<file path="config.mk">
export PLATFORM = sky130hd
export DESIGN_NAME = sap_useq
export DESIGN_NICKNAME = d
export VERILOG_FILES = /design/src/sap_pkg.sv /design/src/sap_useq.sv
export SDC_FILE = /design/constraint.sdc
export NUM_CORES = 1
export LEC_CHECK = 0
export ABC_AREA = 0
export BUFFER_PORTS_ARGS = -buffer_cell sky130_fd_sc_hd__clkbuf_2
export CAP_MARGIN = 20
export CORE_AREA = 2 2 39 41
export DETAILED_ROUTE_END_ITERATION = 8
export DIE_AREA = 0 0 41 43
export SYNTH_ARGS = -nofsm -noshare
export SYNTH_HDL_FRONTEND = slang
export SYNTH_SLANG_ARGS = --single-unit
</file>
<file path="constraint.sdc">
create_clock -name i_clk -period 4.5 [get_ports i_clk]
set_input_delay 1.125 -clock i_clk [delete_from_list [all_inputs] [get_ports i_clk]]
set_output_delay 1.125 -clock i_clk [all_outputs]
set_load 0.01 [all_outputs]
</file>
<file path="src/sap_pkg.sv">
// Shared types, constants and the microcode program of the skyline atlas packer.
package sap_pkg;

    localparam int PC_W = 4;

    typedef logic [PC_W-1:0] t_pc;

    typedef enum logic [2:0] {
        C_NEXT,
        C_NO_IN,
        C_WIDE,
        C_MORE,
        C_OUT_BUSY,
        C_ALWAYS
    } t_cond;

    typedef struct packed {
        logic  in_ready;
        logic  clr;
        logic  setup;
        logic  rd;
        logic  calc;
        logic  wr;
        logic  upd;
        logic  emit;
        t_cond cond;
        t_pc   target;
    } t_ctrl;

    typedef struct packed {
        logic in_valid;
        logic wide;
        logic more;
        logic out_busy;
    } t_stat;

    localparam t_pc P_IDLE   = 4'd0;
    localparam t_pc P_CLEAR  = 4'd1;
    localparam t_pc P_CHECK  = 4'd2;
    localparam t_pc P_READ   = 4'd3;
    localparam t_pc P_DRAIN  = 4'd4;
    localparam t_pc P_CALC   = 4'd5;
    localparam t_pc P_WRITE  = 4'd6;
    localparam t_pc P_UPDATE = 4'd7;
    localparam t_pc P_EMIT   = 4'd8;
    localparam t_pc P_GO     = 4'd9;

    localparam logic [8:0]  FOOT_EXTRA = 9'd3;
    localparam logic [8:0]  PAD_TOTAL  = 9'd2;
    localparam logic [15:0] SAT16      = 16'hFFFF;
    localparam logic [10:0] WIDTH_RST  = 11'd1024;

    function automatic t_ctrl f_ucode(input t_pc pc);
        t_ctrl w;
        w        = '0;
        w.cond   = C_NEXT;
        w.target = P_IDLE;
        unique case (pc)
            P_IDLE: begin
                w.in_ready = 1'b1;
                w.cond     = C_NO_IN;
                w.target   = P_IDLE;
            end
            P_CLEAR: begin
                w.clr = 1'b1;
            end
            P_CHECK: begin
                w.setup  = 1'b1;
                w.cond   = C_WIDE;
                w.target = P_EMIT;
            end
            P_READ: begin
                w.rd     = 1'b1;
                w.cond   = C_MORE;
                w.target = P_READ;
            end
            P_DRAIN: begin
                w.cond = C_NEXT;
            end
            P_CALC: begin
                w.calc = 1'b1;
            end
            P_WRITE: begin
                w.wr     = 1'b1;
                w.cond   = C_MORE;
                w.target = P_WRITE;
            end
            P_UPDATE: begin
                w.upd = 1'b1;
            end
            P_EMIT: begin
                w.emit   = 1'b1;
                w.cond   = C_OUT_BUSY;
                w.target = P_EMIT;
            end
            P_GO: begin
                w.cond   = C_ALWAYS;
                w.target = P_IDLE;
            end
            default: begin
                w.cond   = C_ALWAYS;
                w.target = P_IDLE;
            end
        endcase
        return w;
    endfunction

endpackage

</file>
<file path="src/sap_useq.sv">
// Microcode sequencer: step counter, control store lookup and conditional jumps.
module sap_useq (
    input  logic           i_clk,
    input  logic           i_rst_n,
    input  sap_pkg::t_stat i_stat,
    output sap_pkg::t_ctrl o_ctrl
);
    import sap_pkg::*;

    t_pc   r_pc;
    t_pc   n_pc;
    logic  take;
    t_ctrl ctrl;

    assign ctrl   = f_ucode(r_pc);
    assign o_ctrl = ctrl;

    always_comb begin
        unique case (ctrl.cond)
            C_NEXT:     take = 1'b0;
            C_NO_IN:    take = !i_stat.in_valid;
            C_WIDE:     take = i_stat.wide;
            C_MORE:     take = i_stat.more;
            C_OUT_BUSY: take = i_stat.out_busy;
            C_ALWAYS:   take = 1'b1;
            default:    take = 1'b0;
        endcase
        n_pc = take ? ctrl.target : r_pc + t_pc'(1);
    end

    always_ff @(posedge i_clk) begin
        if (!i_rst_n) begin
            r_pc <= P_IDLE;
        end else begin
            r_pc <= n_pc;
        end
    end

endmodule

</file>
==> metrics.md, run 1 <==
| Metric | Value |
|---|---|
| WL/cell | between 10 and 15 um |
| Logic pwr share | 66.8% |
| Final Core Density | a little over two fifths |
| Reg power frac | approximately 18% |
| Hold Crit Start | r_pc[0] |
| Via count | between 400 and 500 |
| DRT Wirelength | between 1000 and 1500 um |
| Final Hold Fails | 0 |
| Sw frac | between 40% and 50% |
| Post-Synthesis Cells | 66 |
| R2R setup slack | between 2000 and 2500 ps |
| Die Wd | a little over 40 um |
| #FFs+latches synth | 4 |
| Die area | around 1800 um2 |
| N_diodes | 0 |
| Reg-to-Reg Start | r_pc[0] |
| Gr ovfl total | 0 |
| Initial antenna violation count | 0 |
| H-tree levels | 1 |
| Worst path arrival time | approximately 2000 ps |
| Cell type with the largest total area after synthesis | dfxtp_1 |
| CORE AREA | between 1000 and 1500 um2 |
| Worst EP required | 3380 ps |
| Synth warn | 0 |
| Most frequent cells in the layout | 20 x clkbuf_2, 7 x nor2_1, 7 x nand2_1 |
| Most common cell on crit path | inv_1 |
| IO buf count | 20 |
| Cell area after synthesis | around 480 um2 |
| Cts repair resizes | 0 |
| Hold Path Class | register to register |
| Setup Crit Path Kind | register to primary output |
| Total CTS buffers | 3 |
| Clock latency on the worst-skew pair | about 240 ps |
| Reg with most FFs | r_pc |
| CTS Sinks | 4 |
| Placer Congestion | between 0.7 and 0.8 |
| Fin Setup TNS | 0 ps |
| Hpwl dp | 858.7 um |
| Max VDD drop | between 0.2 and 0.25 mV |
| Sw power | around 140 uW |
| Pwr/cell area | 518.0 nW/um2 |
| Clock Power Share | between 10 and 15% |
| IO Pins | 21 |
| Crit start category | register |
| WHS Path Cells | 3 |
| CTS Root Cell | clkbuf_4 |
| Rows | 14 |
| GRT Overall Usage | about 16% |
| Fraction of layout cells with a size suffix above 1 | a little under a third |
| Antenna Nets Post-Route | 0 |
| CTS tree | done |
| Fin crit period | between 3000 and 4000 ps |
| Fin crit share | between 60% and 70% |
| Max-slew violation count | 0 |
| Crit path cell chain | inv_1 > ha_1 > or2_1 > a32o_1 > or3_4 > inv_1 > clkbuf_2 |
| Fin nets | slightly below 100 |
| Synth area leaders | dfxtp_1 17%, ha_1 10%, mux2i_1 8.3%, and2_1 7.8%, nand2_1 5.5% |
| Clock-pin transition on the worst setup and hold timing paths | 40 ps |
| Max_slew headroom | slightly above 70% |
| Distinct cells, synth | 30 |
| Final setup violating endpoints | 0 |
| Status | completed |
| Worst flop-to-flop path endpoint | r_pc[1] |
| Layout area overhead | 24.68% |
| Pint | about 170 uW |
| Worst-margin pin slew | approximately 440 ps |
| Hold Path End | r_pc[0] |
| Register area share after synthesis | 16.62% |
| Die Height | 43 um |
| Clock Tree Buf Depth | 2 |
| Vias in the first global route | about 430 |
| Leading cell type in the layout, fill and taps excluded | clkbuf_2 |
| Share of the synthesized area in the top cell type | 16.62% |
| Post-synth net total | between 70 and 80 |
| DR iter-0 viols | 9 |
| Starting Density | a little over a third |
| RSZ-0062 raised after global routing | no |
| Post-CTS Setup Bufs | 0 |
| Leakage Power | a little over 0.0003 uW |
| Largest net degree at the start of global routing | 14 |
| Max stage delay on crit path | 390 ps |
| Achievable Freq | approximately 320 MHz |
| Mean Syn Cell Area | around 7.3 um2 |
| Crit. End Element | primary output |
| Max FFs per register | 4 |
| Worst r2r path cells | 7 |
| TritonRoute pass-1 iters | 4 |
| First-pass GRT wire length | between 1500 and 2000 um |
| DRC Markers | 0 |
| Biggest regs | r_pc (4) |
| Crit Path Max Fanout | 5 |
| Max cap viols | 0 |
| Worst path slowest cell | or3_4 |
| # hold bufs at CTS | 0 |
| Worst-case clock skew | 0.09531 ps |
| Vias per cell | slightly below 5 |
[worst max-delay path by stage]
stage	startpoint	end	slack (ps)	cells past startpoint
4_1_cts	r_pc[0]	o_ctrl[4]	1350	7
3_5_place_dp	r_pc[0]	o_ctrl[4]	1620	7
2_1_floorplan	r_pc[0]	o_ctrl[4]	1790	6
6_report	r_pc[0]	o_ctrl[4]	1370	7
3_3_place_gp	r_pc[0]	o_ctrl[4]	1680	7
5_1_grt	r_pc[0]	o_ctrl[4]	1240	7
[cell usage after synthesis (all sizes together)]
master	n
a21o	1
a21oi	1
a32o	2
and2	6
and2b	1
buf	4
dfxtp	4
ha	4
inv	6
mux2	1
mux2i	4
nand2	7
nand3	2
nor2	7
nor2b	2
nor3	1
nor4	1
nor4b	1
o211ai	1
o21ai	2
o21bai	1
o22ai	1
or2	2
or2b	1
or3	2
xnor2	1
[per-stage QoR]
| step | instance area [um2] | total power, uW | hold WS (ps) | worst slack, ps | cells |
|---|---|---|---|---|---|
| global placement | 578.1 | 265.5 | 614.5 | 1679 | 98 |
| detailed placement | 578.1 | 264.8 | 635.8 | 1621 | 98 |
| floorplan | 481.7 | 204.9 | 579.0 | 1792 | 66 |
| CTS | 600.6 | 314.7 | 644.4 | 1352 | 101 |
| global route | 600.6 | 342.6 | 733.4 | 1245 | 101 |
| finish | 600.6 | 311.1 | 643.7 | 1368 | 101 |
[cell type report]
cell class,instances,area (um2)
Multi-Input combinational cell,52,355.3
Timing Repair Buffer,20,100.1
Inverter,6,22.52
Tap cell,16,20.02
Sequential cell,4,80.08
Clock buffer,3,22.52
Fill cell,147,783.3
[worst max-delay path: cells and delay by family (launching register included)]
family                   cells  cell delay [ps]
adder cells (fa/ha/maj)      1              250
flip-flops                   1              370
AO/OA/AOI/OAI                1              240
buffers and inverters        3              280
AND/OR/NAND/NOR              2              630
[power by group through the flow]
stage / sequential (uW) / combinational [uW] / clock (uW)
2_1_floorplan: 50.3 / 155 / 0
3_3_place_gp: 56.7 / 209 / 0
3_5_place_dp: 57.4 / 207 / 0
4_1_cts: 56.9 / 209 / 48.8
5_1_grt: 58.8 / 235 / 49.0
6_report: 57.0 / 208 / 46.2
[logic make-up after synthesis]
family                   count (synthesis)  share of synthesized area [%]
flip-flops                               4                          16.62
adder cells (fa/ha/maj)                  4                          10.39
AO/OA/AOI/OAI                            9                          13.25
buffers and inverters                   10                          9.607
XOR/XNOR                                 1                          1.819
AND/OR/NAND/NOR                         33                          36.89
multiplexers                             5                          11.43
[routing by layer]
metal  track usage [%]  part of all wire (%)
met1             19.75                    48
met2             21.56                    43
met3             1.571                   5.2
met4             16.00                   3.9
met5                 0                     0
No activity file was read; power rests on OpenSTA's default activity.
==> run 2: changes to the inputs <==
==> constraint.sdc (replaced) <==
create_clock -name i_clk -period 3.2 [get_ports i_clk]
set_input_delay 0.8 -clock i_clk [delete_from_list [all_inputs] [get_ports i_clk]]
set_output_delay 0.8 -clock i_clk [all_outputs]
set_load 0.01 [all_outputs]
==> run 2 against run 1 <==
Compared with the run above: global-route usage shrank 0.70 points; critical path type unchanged; highest routed layer is now met3; routed wire length decreased by 0.81%; total power increased by 40%; clock power increased by 37%; final cell count unchanged; utilization unchanged; cell area unchanged; sequential power rose by 40%.
==> metrics.md, run 2 (synthesis results as in run 1) <==
| Metric | Value |
|---|---|
| DRC Markers | 0 (unchanged) |
| Max stage delay on crit path | 390 ps (about the same) |
| Max-slew violation count | 0 (unchanged) |
| Pwr/cell area | 727.5 nW/um2 (was 518.0 nW/um2) |
| Metal2 WL | 531 um (was 477 um) |
| Fin Setup TNS | 0 ps (unchanged) |
| DR iter-0 viols | 15 (was 9) |
| CTS Root Cell | clkbuf_4 (unchanged) |
| Antenna Nets Post-Route | 0 (unchanged) |
| Setup Crit Path Kind | register to primary output (unchanged) |
| WL/cell | 10.97 um (was 11.06 um) |
| Via count | 500 (was 495) |
| RSZ-0062 raised after global routing | no (unchanged) |
| Biggest regs | r_pc (4) (unchanged) |
| Worst path arrival time | 2000 ps (was 2010 ps) |
| Area post-placement | 578.1 um2 (unchanged) |
| Sw frac | 44.99% (was 45.09%) |
| Total power | 436.9 uW (was 311.1 uW) |
| TritonRoute pass-1 iters | 3 (was 4) |
| Worst path slowest cell | or3_4 (unchanged) |
| Pint | 240.4 uW (was 170.8 uW) |
| Final worst setup slack | 402.4 ps (was 1368 ps) |
| Reg-to-Reg Start | r_pc[0] (unchanged) |
| Starting Density | 34.81% (unchanged) |
| Fin crit share | 87.43% |
| DRT Wirelength | 1108 um (was 1117 um) |
| Layout area overhead | 24.68% (unchanged) |
| Routed wl met3 | 49 um (was 58 um) |
| Logic pwr share | 67.2% (was 66.8%) |
| Max cap viols | 0 (unchanged) |
| Worst r2r path cells | 7 (unchanged) |
| N_diodes | 0 (unchanged) |
| Die Wd | 41 um (unchanged) |
| Crit. End Element | primary output (unchanged) |
| Cts repair resizes | 0 (unchanged) |
| Fin nets | 97 (unchanged) |
| Crit start category | register (unchanged) |
| Reg power frac | 18.3% (about the same) |
| Status | completed (unchanged) |
| Gr ovfl total | 0 (unchanged) |
| First-pass GRT wire length | 1828 um (unchanged) |
| Hold Crit Start | r_pc[0] (unchanged) |
| Clock Power Share | 14.5% (was 14.9%) |
| Most common cell on crit path | inv_1 (unchanged) |
| Max VDD drop | 0.2649 mV (was 0.2148 mV) |
| Top sig layer | met3 (was met4) |
| Max_slew headroom | 71.46% (was 70.70%) |
| Hold Path End | r_pc[0] (unchanged) |
| Most frequent cells in the layout | 20 x clkbuf_2, 7 x nor2_1, 7 x nand2_1 (unchanged) |
| Die area | 1763 um2 (unchanged) |
| CTS tree | done (unchanged) |
| Final setup violating endpoints | 0 (unchanged) |
| GRT Overall Usage | 15.12% (was 15.82%) |
| Worst flop-to-flop path endpoint | r_pc[1] (unchanged) |
| Worst EP required | 2400 ps (was 3380 ps) |
| Post-CTS Setup Bufs | 0 (unchanged) |
| M1 WL | 528 um (was 536 um) |
| IO Pins | 21 (unchanged) |
| Largest net degree at the start of global routing | 14 (unchanged) |
| R2R setup slack | 930 ps (was 2230 ps) |
| CORE AREA | 1384 um2 (unchanged) |
| Initial antenna violation count | 0 (unchanged) |
| Clock-pin transition on the worst setup and hold timing paths | 40 ps (about the same) |
| Rows | 14 (unchanged) |
| IO buf count | 20 (unchanged) |
| Reg with most FFs | r_pc (unchanged) |
| Total CTS buffers | 3 (unchanged) |
| CTS Sinks | 4 (unchanged) |
| Leakage Power | 0.0003077 uW (unchanged) |
| Final Hold Fails | 0 (unchanged) |
| Die Height | 43 um (unchanged) |
| Hpwl dp | 862.7 um (was 858.7 um) |
| WHS Path Cells | 3 (unchanged) |
| H-tree levels | 1 (unchanged) |
| Vias in the first global route | 448 (was 426) |
| Hold Path Class | register to register (unchanged) |
| Achievable Freq | between 300 and 400 MHz |
| Sw power | 196.5 uW (was 140.3 uW) |
| Crit path cell chain | inv_1 > ha_1 > or2_1 > a32o_1 > or3_4 > inv_1 > clkbuf_2 (unchanged) |
| Placer Congestion | 0.7684 (was 0.7691) |
| Fin crit period | approximately 2800 ps |
| Leading cell type in the layout, fill and taps excluded | clkbuf_2 (unchanged) |
| Vias per cell | 4.950 (was 4.901) |
| Crit Path Max Fanout | 5 (unchanged) |
| Final instance area | 600.6 um2 (unchanged) |
| Clock latency on the worst-skew pair | 230 ps (was 240 ps) |
| Pre-CTS WS | 649.1 ps (was 1621 ps) |
| Clock Tree Buf Depth | 2 (unchanged) |
| # hold bufs at CTS | 0 (unchanged) |
| Max FFs per register | 4 (unchanged) |
| Fraction of layout cells with a size suffix above 1 | 30.59% (unchanged) |
| Worst-case clock skew | 0.7603 ps (was 0.09531 ps) |
| Worst-margin pin slew | 427.5 ps (was 438.9 ps) |
[run 2: cell counts in the layout (fill, tap and decap cells not counted)]
No cell type changed its count.
[run 2: power groups by stage]
stage	Sequential, uW	Combinational [uW]	Clock (uW)
after floorplan	70.8	217	0
after global placement	79.7	294	0
after detailed placement	80.7	293	0
after CTS	79.8	295	66.5
after global routing	82.7	328	69.2
final	79.9	294	63.4
[run 2: layout make-up]
class | instances | area (um2)
well taps | 16 | 20.02
flip-flops and latches | 4 | 80.08
clock buffers | 3 | 22.52
multi-input cells | 52 | 355.3
repair buffers | 20 | 100.1
inverters | 6 | 22.52
fillers | 144 | 783.3
[run 2: critical path, delay by kind of cell (launching register included)]
kind | cells | cell delay, ps
buffers and inverters | 3 | 270
AO/OA/AOI/OAI | 1 | 240
flip-flops | 1 | 370
AND/OR/NAND/NOR | 2 | 630
adder cells (fa/ha/maj) | 1 | 250
[run 2: layer usage]
metal,global-route usage [%],vias up
li1,-,261
met1,19.11,224
met2,22.81,15
met3,3.141,0
met4,8.000,0
met5,0,-
[run 2: stage by stage]
| stage | cells | hold slack [ps] | utilization, % |
|---|---|---|---|
| global placement | 98 | 614.7 | 41.77 |
| detailed placement | 98 | 634.8 | 41.77 |
| global route | 101 | 708.6 | 43.40 |
| CTS | 101 | 647.9 | 43.40 |
| floorplan | 66 | 579.0 | - |
| finish | 101 | 647.2 | 43.40 |
[run 2: worst max-delay path by stage]
stage / startpoint / endpoint / cells past startpoint
finish: r_pc[0] / o_ctrl[4] / 7
global route: r_pc[0] / o_ctrl[4] / 7
CTS: r_pc[0] / o_ctrl[4] / 7
detailed placement: r_pc[0] / o_ctrl[4] / 7
global placement: r_pc[0] / o_ctrl[4] / 7
floorplan: r_pc[0] / o_ctrl[4] / 6
==> run 3: changes to the inputs <==
--- a/config.mk
+++ b/config.mk
@@ -9,6 +9,7 @@
 export BUFFER_PORTS_ARGS = -buffer_cell sky130_fd_sc_hd__clkbuf_2
 export CAP_MARGIN = 20
 export CORE_AREA = 2 2 39 41
+export CTS_BUF_LIST = sky130_fd_sc_hd__clkbuf_8
 export DETAILED_ROUTE_END_ITERATION = 8
 export DIE_AREA = 0 0 41 43
 export SYNTH_ARGS = -nofsm -noshare
==> constraint.sdc (replaced) <==
create_clock -name i_clk -period 2.69 [get_ports i_clk]
set_input_delay 0.6725 -clock i_clk [delete_from_list [all_inputs] [get_ports i_clk]]
set_output_delay 0.6725 -clock i_clk [all_outputs]
set_load 0.01 [all_outputs]
==> run 3 against run 2 <==
Compared with the run above: critical path depth decreased by 1; via count decreased by 1.0%; register-to-register slack got worse by 430 ps; final cell count increased by 0.99%; non-clock buffer count increased by 1; clock power increased by 100%; worst hold slack got worse by 61 ps; largest power group unchanged.
==> metrics.md, run 3 (synthesis results as in run 1) <==
| Metric | Value |
|---|---|
| Status | completed (unchanged) |
| Busiest grt layer | met2 (unchanged) |
| GRT Overall Usage | 16.23% (was 15.12%) |
| Worst flop-to-flop path endpoint | r_pc[1] (unchanged) |
| WHS Path Cells | 3 (unchanged) |
| Setup Crit Path Kind | register to primary output (unchanged) |
| Achievable Freq | 389.6 MHz |
| Leakage Power | 0.0003206 uW (was 0.0003077 uW) |
| CORE AREA | 1384 um2 (unchanged) |
| Fin crit period | ~2600 ps |
| Non-filler instance count after layout | 102 (was 101) |
| Hpwl dp | 863.2 um (was 862.7 um) |
| R2R setup slack | 500 ps (was 930 ps) |
| Worst EP required | 2020 ps (was 2400 ps) |
| Worst r2r path cells | 6 (was 7) |
| Pre-CTS WS | 272.1 ps (was 649.1 ps) |
| H-tree levels | 1 (unchanged) |
| Rows | 14 (unchanged) |
| CTS Sinks | 4 (unchanged) |
| Hold Crit Start | r_pc[0] (unchanged) |
| Cts repair resizes | 0 (unchanged) |
| CTS Root Cell | clkbuf_8 (was clkbuf_4) |
| Leading cell type in the layout, fill and taps excluded | clkbuf_2 (unchanged) |
| Initial antenna violation count | 0 (unchanged) |
| # hold bufs at CTS | 0 (unchanged) |
| Fin crit share | between 90% and 100% |
| Die Wd | 41 um (unchanged) |
| Starting Density | 34.81% (unchanged) |
| IO Pins | 21 (unchanged) |
| Most frequent cells in the layout | 20 x clkbuf_2, 7 x nor2_1, 7 x nand2_1 (unchanged) |
| Worst-case clock skew | 6.133 ps (was 0.7603 ps) |
| Total CTS buffers | 3 (unchanged) |
| Reg power frac | 16.2% (was 18.3%) |
| Pwr/cell area | 917.6 nW/um2 (was 727.5 nW/um2) |
| Hold Path End | r_pc[0] (unchanged) |
| N_diodes | 0 (unchanged) |
| Vias per cell | 4.853 (was 4.950) |
| DRT Wirelength | 1147 um (was 1108 um) |
| Gr ovfl total | 0 (unchanged) |
| TritonRoute pass-1 iters | 4 (was 3) |
| Clock latency on the worst-skew pair | 220 ps (was 230 ps) |
| Fillers | 149 (was 144) |
| Reg-to-Reg Start | r_pc[0] (unchanged) |
| Crit start category | register (unchanged) |
| Crit Path Max Fanout | 7 (was 5) |
| Clock-pin transition on the worst setup and hold timing paths | 30 ps (was 40 ps) |
| DRC Markers | 0 (unchanged) |
| Crit. End Element | primary output (unchanged) |
| CTS tree | done (unchanged) |
| RSZ-0062 raised after global routing | no (unchanged) |
| Final worst setup slack | 123.3 ps (was 402.4 ps) |
| Die Height | 43 um (unchanged) |
| Max_slew headroom | 77.75% (was 71.46%) |
| Final setup violating endpoints | 0 (unchanged) |
| Biggest regs | r_pc (4) (unchanged) |
| Max cap viols | 0 (unchanged) |
| Met3 Resource Use GR | 6.806% (was 3.141%) |
| Placer Congestion | 0.7712 (was 0.7684) |
| Logic pwr share | 61.9% (was 67.2%) |
| Fraction of layout cells with a size suffix above 1 | 34.88% (was 30.59%) |
| Clock Tree Buf Depth | 2 (unchanged) |
| Clock Power Share | 22.0% (was 14.5%) |
| Vias in the first global route | 455 (was 448) |
| Layout area overhead | 31.17% (was 24.68%) |
| Placed cells | 99 (was 98) |
| Worst path arrival time | 1890 ps (was 2000 ps) |
| Sw frac | 41.39% (was 44.99%) |
| Final Hold Fails | 0 (unchanged) |
| DR iter-0 viols | 11 (was 15) |
| Fin nets | 98 (was 97) |
| M1 GR Usage | 21.09% (was 19.11%) |
| Reg with most FFs | r_pc (unchanged) |
| Fin Setup TNS | 0 ps (unchanged) |
| Hold Path Class | register to register (unchanged) |
| Antenna Nets Post-Route | 0 (unchanged) |
| First-pass GRT wire length | 1911 um (was 1828 um) |
| Pint | 339.8 uW (was 240.4 uW) |
| Die area | 1763 um2 (unchanged) |
| IO buf count | 20 (unchanged) |
| Max FFs per register | 4 (unchanged) |
| Sw power | 240.0 uW (was 196.5 uW) |
| Max VDD drop | 0.5172 mV (was 0.2649 mV) |
| Max-slew violation count | 0 (unchanged) |
| Worst-margin pin slew | 333.2 ps (was 427.5 ps) |
| Largest net degree at the start of global routing | 12 (was 14) |
| Post-CTS Setup Bufs | 0 (unchanged) |
| Met2 Use GR | 22.19% (was 22.81%) |
| WL/cell | 11.25 um (was 10.97 um) |
| Via count | 495 (was 500) |
[run 3: cell count changes in the layout (fill, tap and decap cells not counted)]
cell | before | now
dfxtp_2 | 0 | 2
buf_4 | 0 | 1
clkbuf_8 | 0 | 3
ha_2 | 0 | 1
ha_1 | 4 | 3
clkbuf_4 | 3 | 0
dfxtp_1 | 4 | 2
[run 3: how the worst max path moves through the flow]
stage,startpoint,end,slack [ps],cells after the start
after global placement,r_pc[0],o_ctrl[4],320,7
after CTS,r_pc[0],o_ctrl[4],30,7
after detailed placement,r_pc[0],o_ctrl[4],270,7
after global routing,r_pc[0],o_ctrl[4],10,7
final,r_pc[0],o_ctrl[4],120,6
after floorplan,r_pc[0],o_ctrl[4],430,6
[run 3: power by group through the flow]
stage	registers, uW	clock network [uW]	logic [uW]
finish	93.6	127	359
global route	96.8	132	403
CTS	91.1	128	357
detailed placement	90.9	0	354
global placement	90.9	0	358
floorplan	84.2	0	259
[run 3: final cells by class]
cell class / count / area [um2] / area share (%)
Inverter: 6 / 22.52 / 3.564
Multi-Input combinational cell: 52 / 357.8 / 56.63
Tap cell: 16 / 20.02 / 3.168
Timing Repair Buffer: 21 / 107.6 / 17.03
Clock buffer: 3 / 41.29 / 6.535
Sequential cell: 4 / 82.58 / 13.07
[run 3: per-layer routing]
metal | wire length, um | vias up
li1 | - | 259
met1 | 545 | 216
met2 | 512 | 18
met3 | 78 | 2
met4 | 10 | 0
met5 | 0 | -
[run 3: through the flow]
step / total power [uW] / util, % / instance area (um2) / hold slack [ps]
2_1_floorplan: 342.8 / - / 481.7 / 579.0
3_5_place_dp: 445.3 / 42.31 / 585.6 / 635.8
3_3_place_gp: 449.4 / 42.31 / 585.6 / 615.2
4_1_cts: 575.9 / 45.30 / 626.9 / 653.5
6_report: 579.8 / 45.66 / 631.9 / 586.4
5_1_grt: 631.7 / 45.66 / 631.9 / 640.8
[run 3: worst max-delay path, stage by stage, from the launching register on]
cell	delay [ps]
dfxtp_2	330
ha_1	270
or2_1	270
a32o_1	250
or3_4	390
inv_1	60
clkbuf_2	120
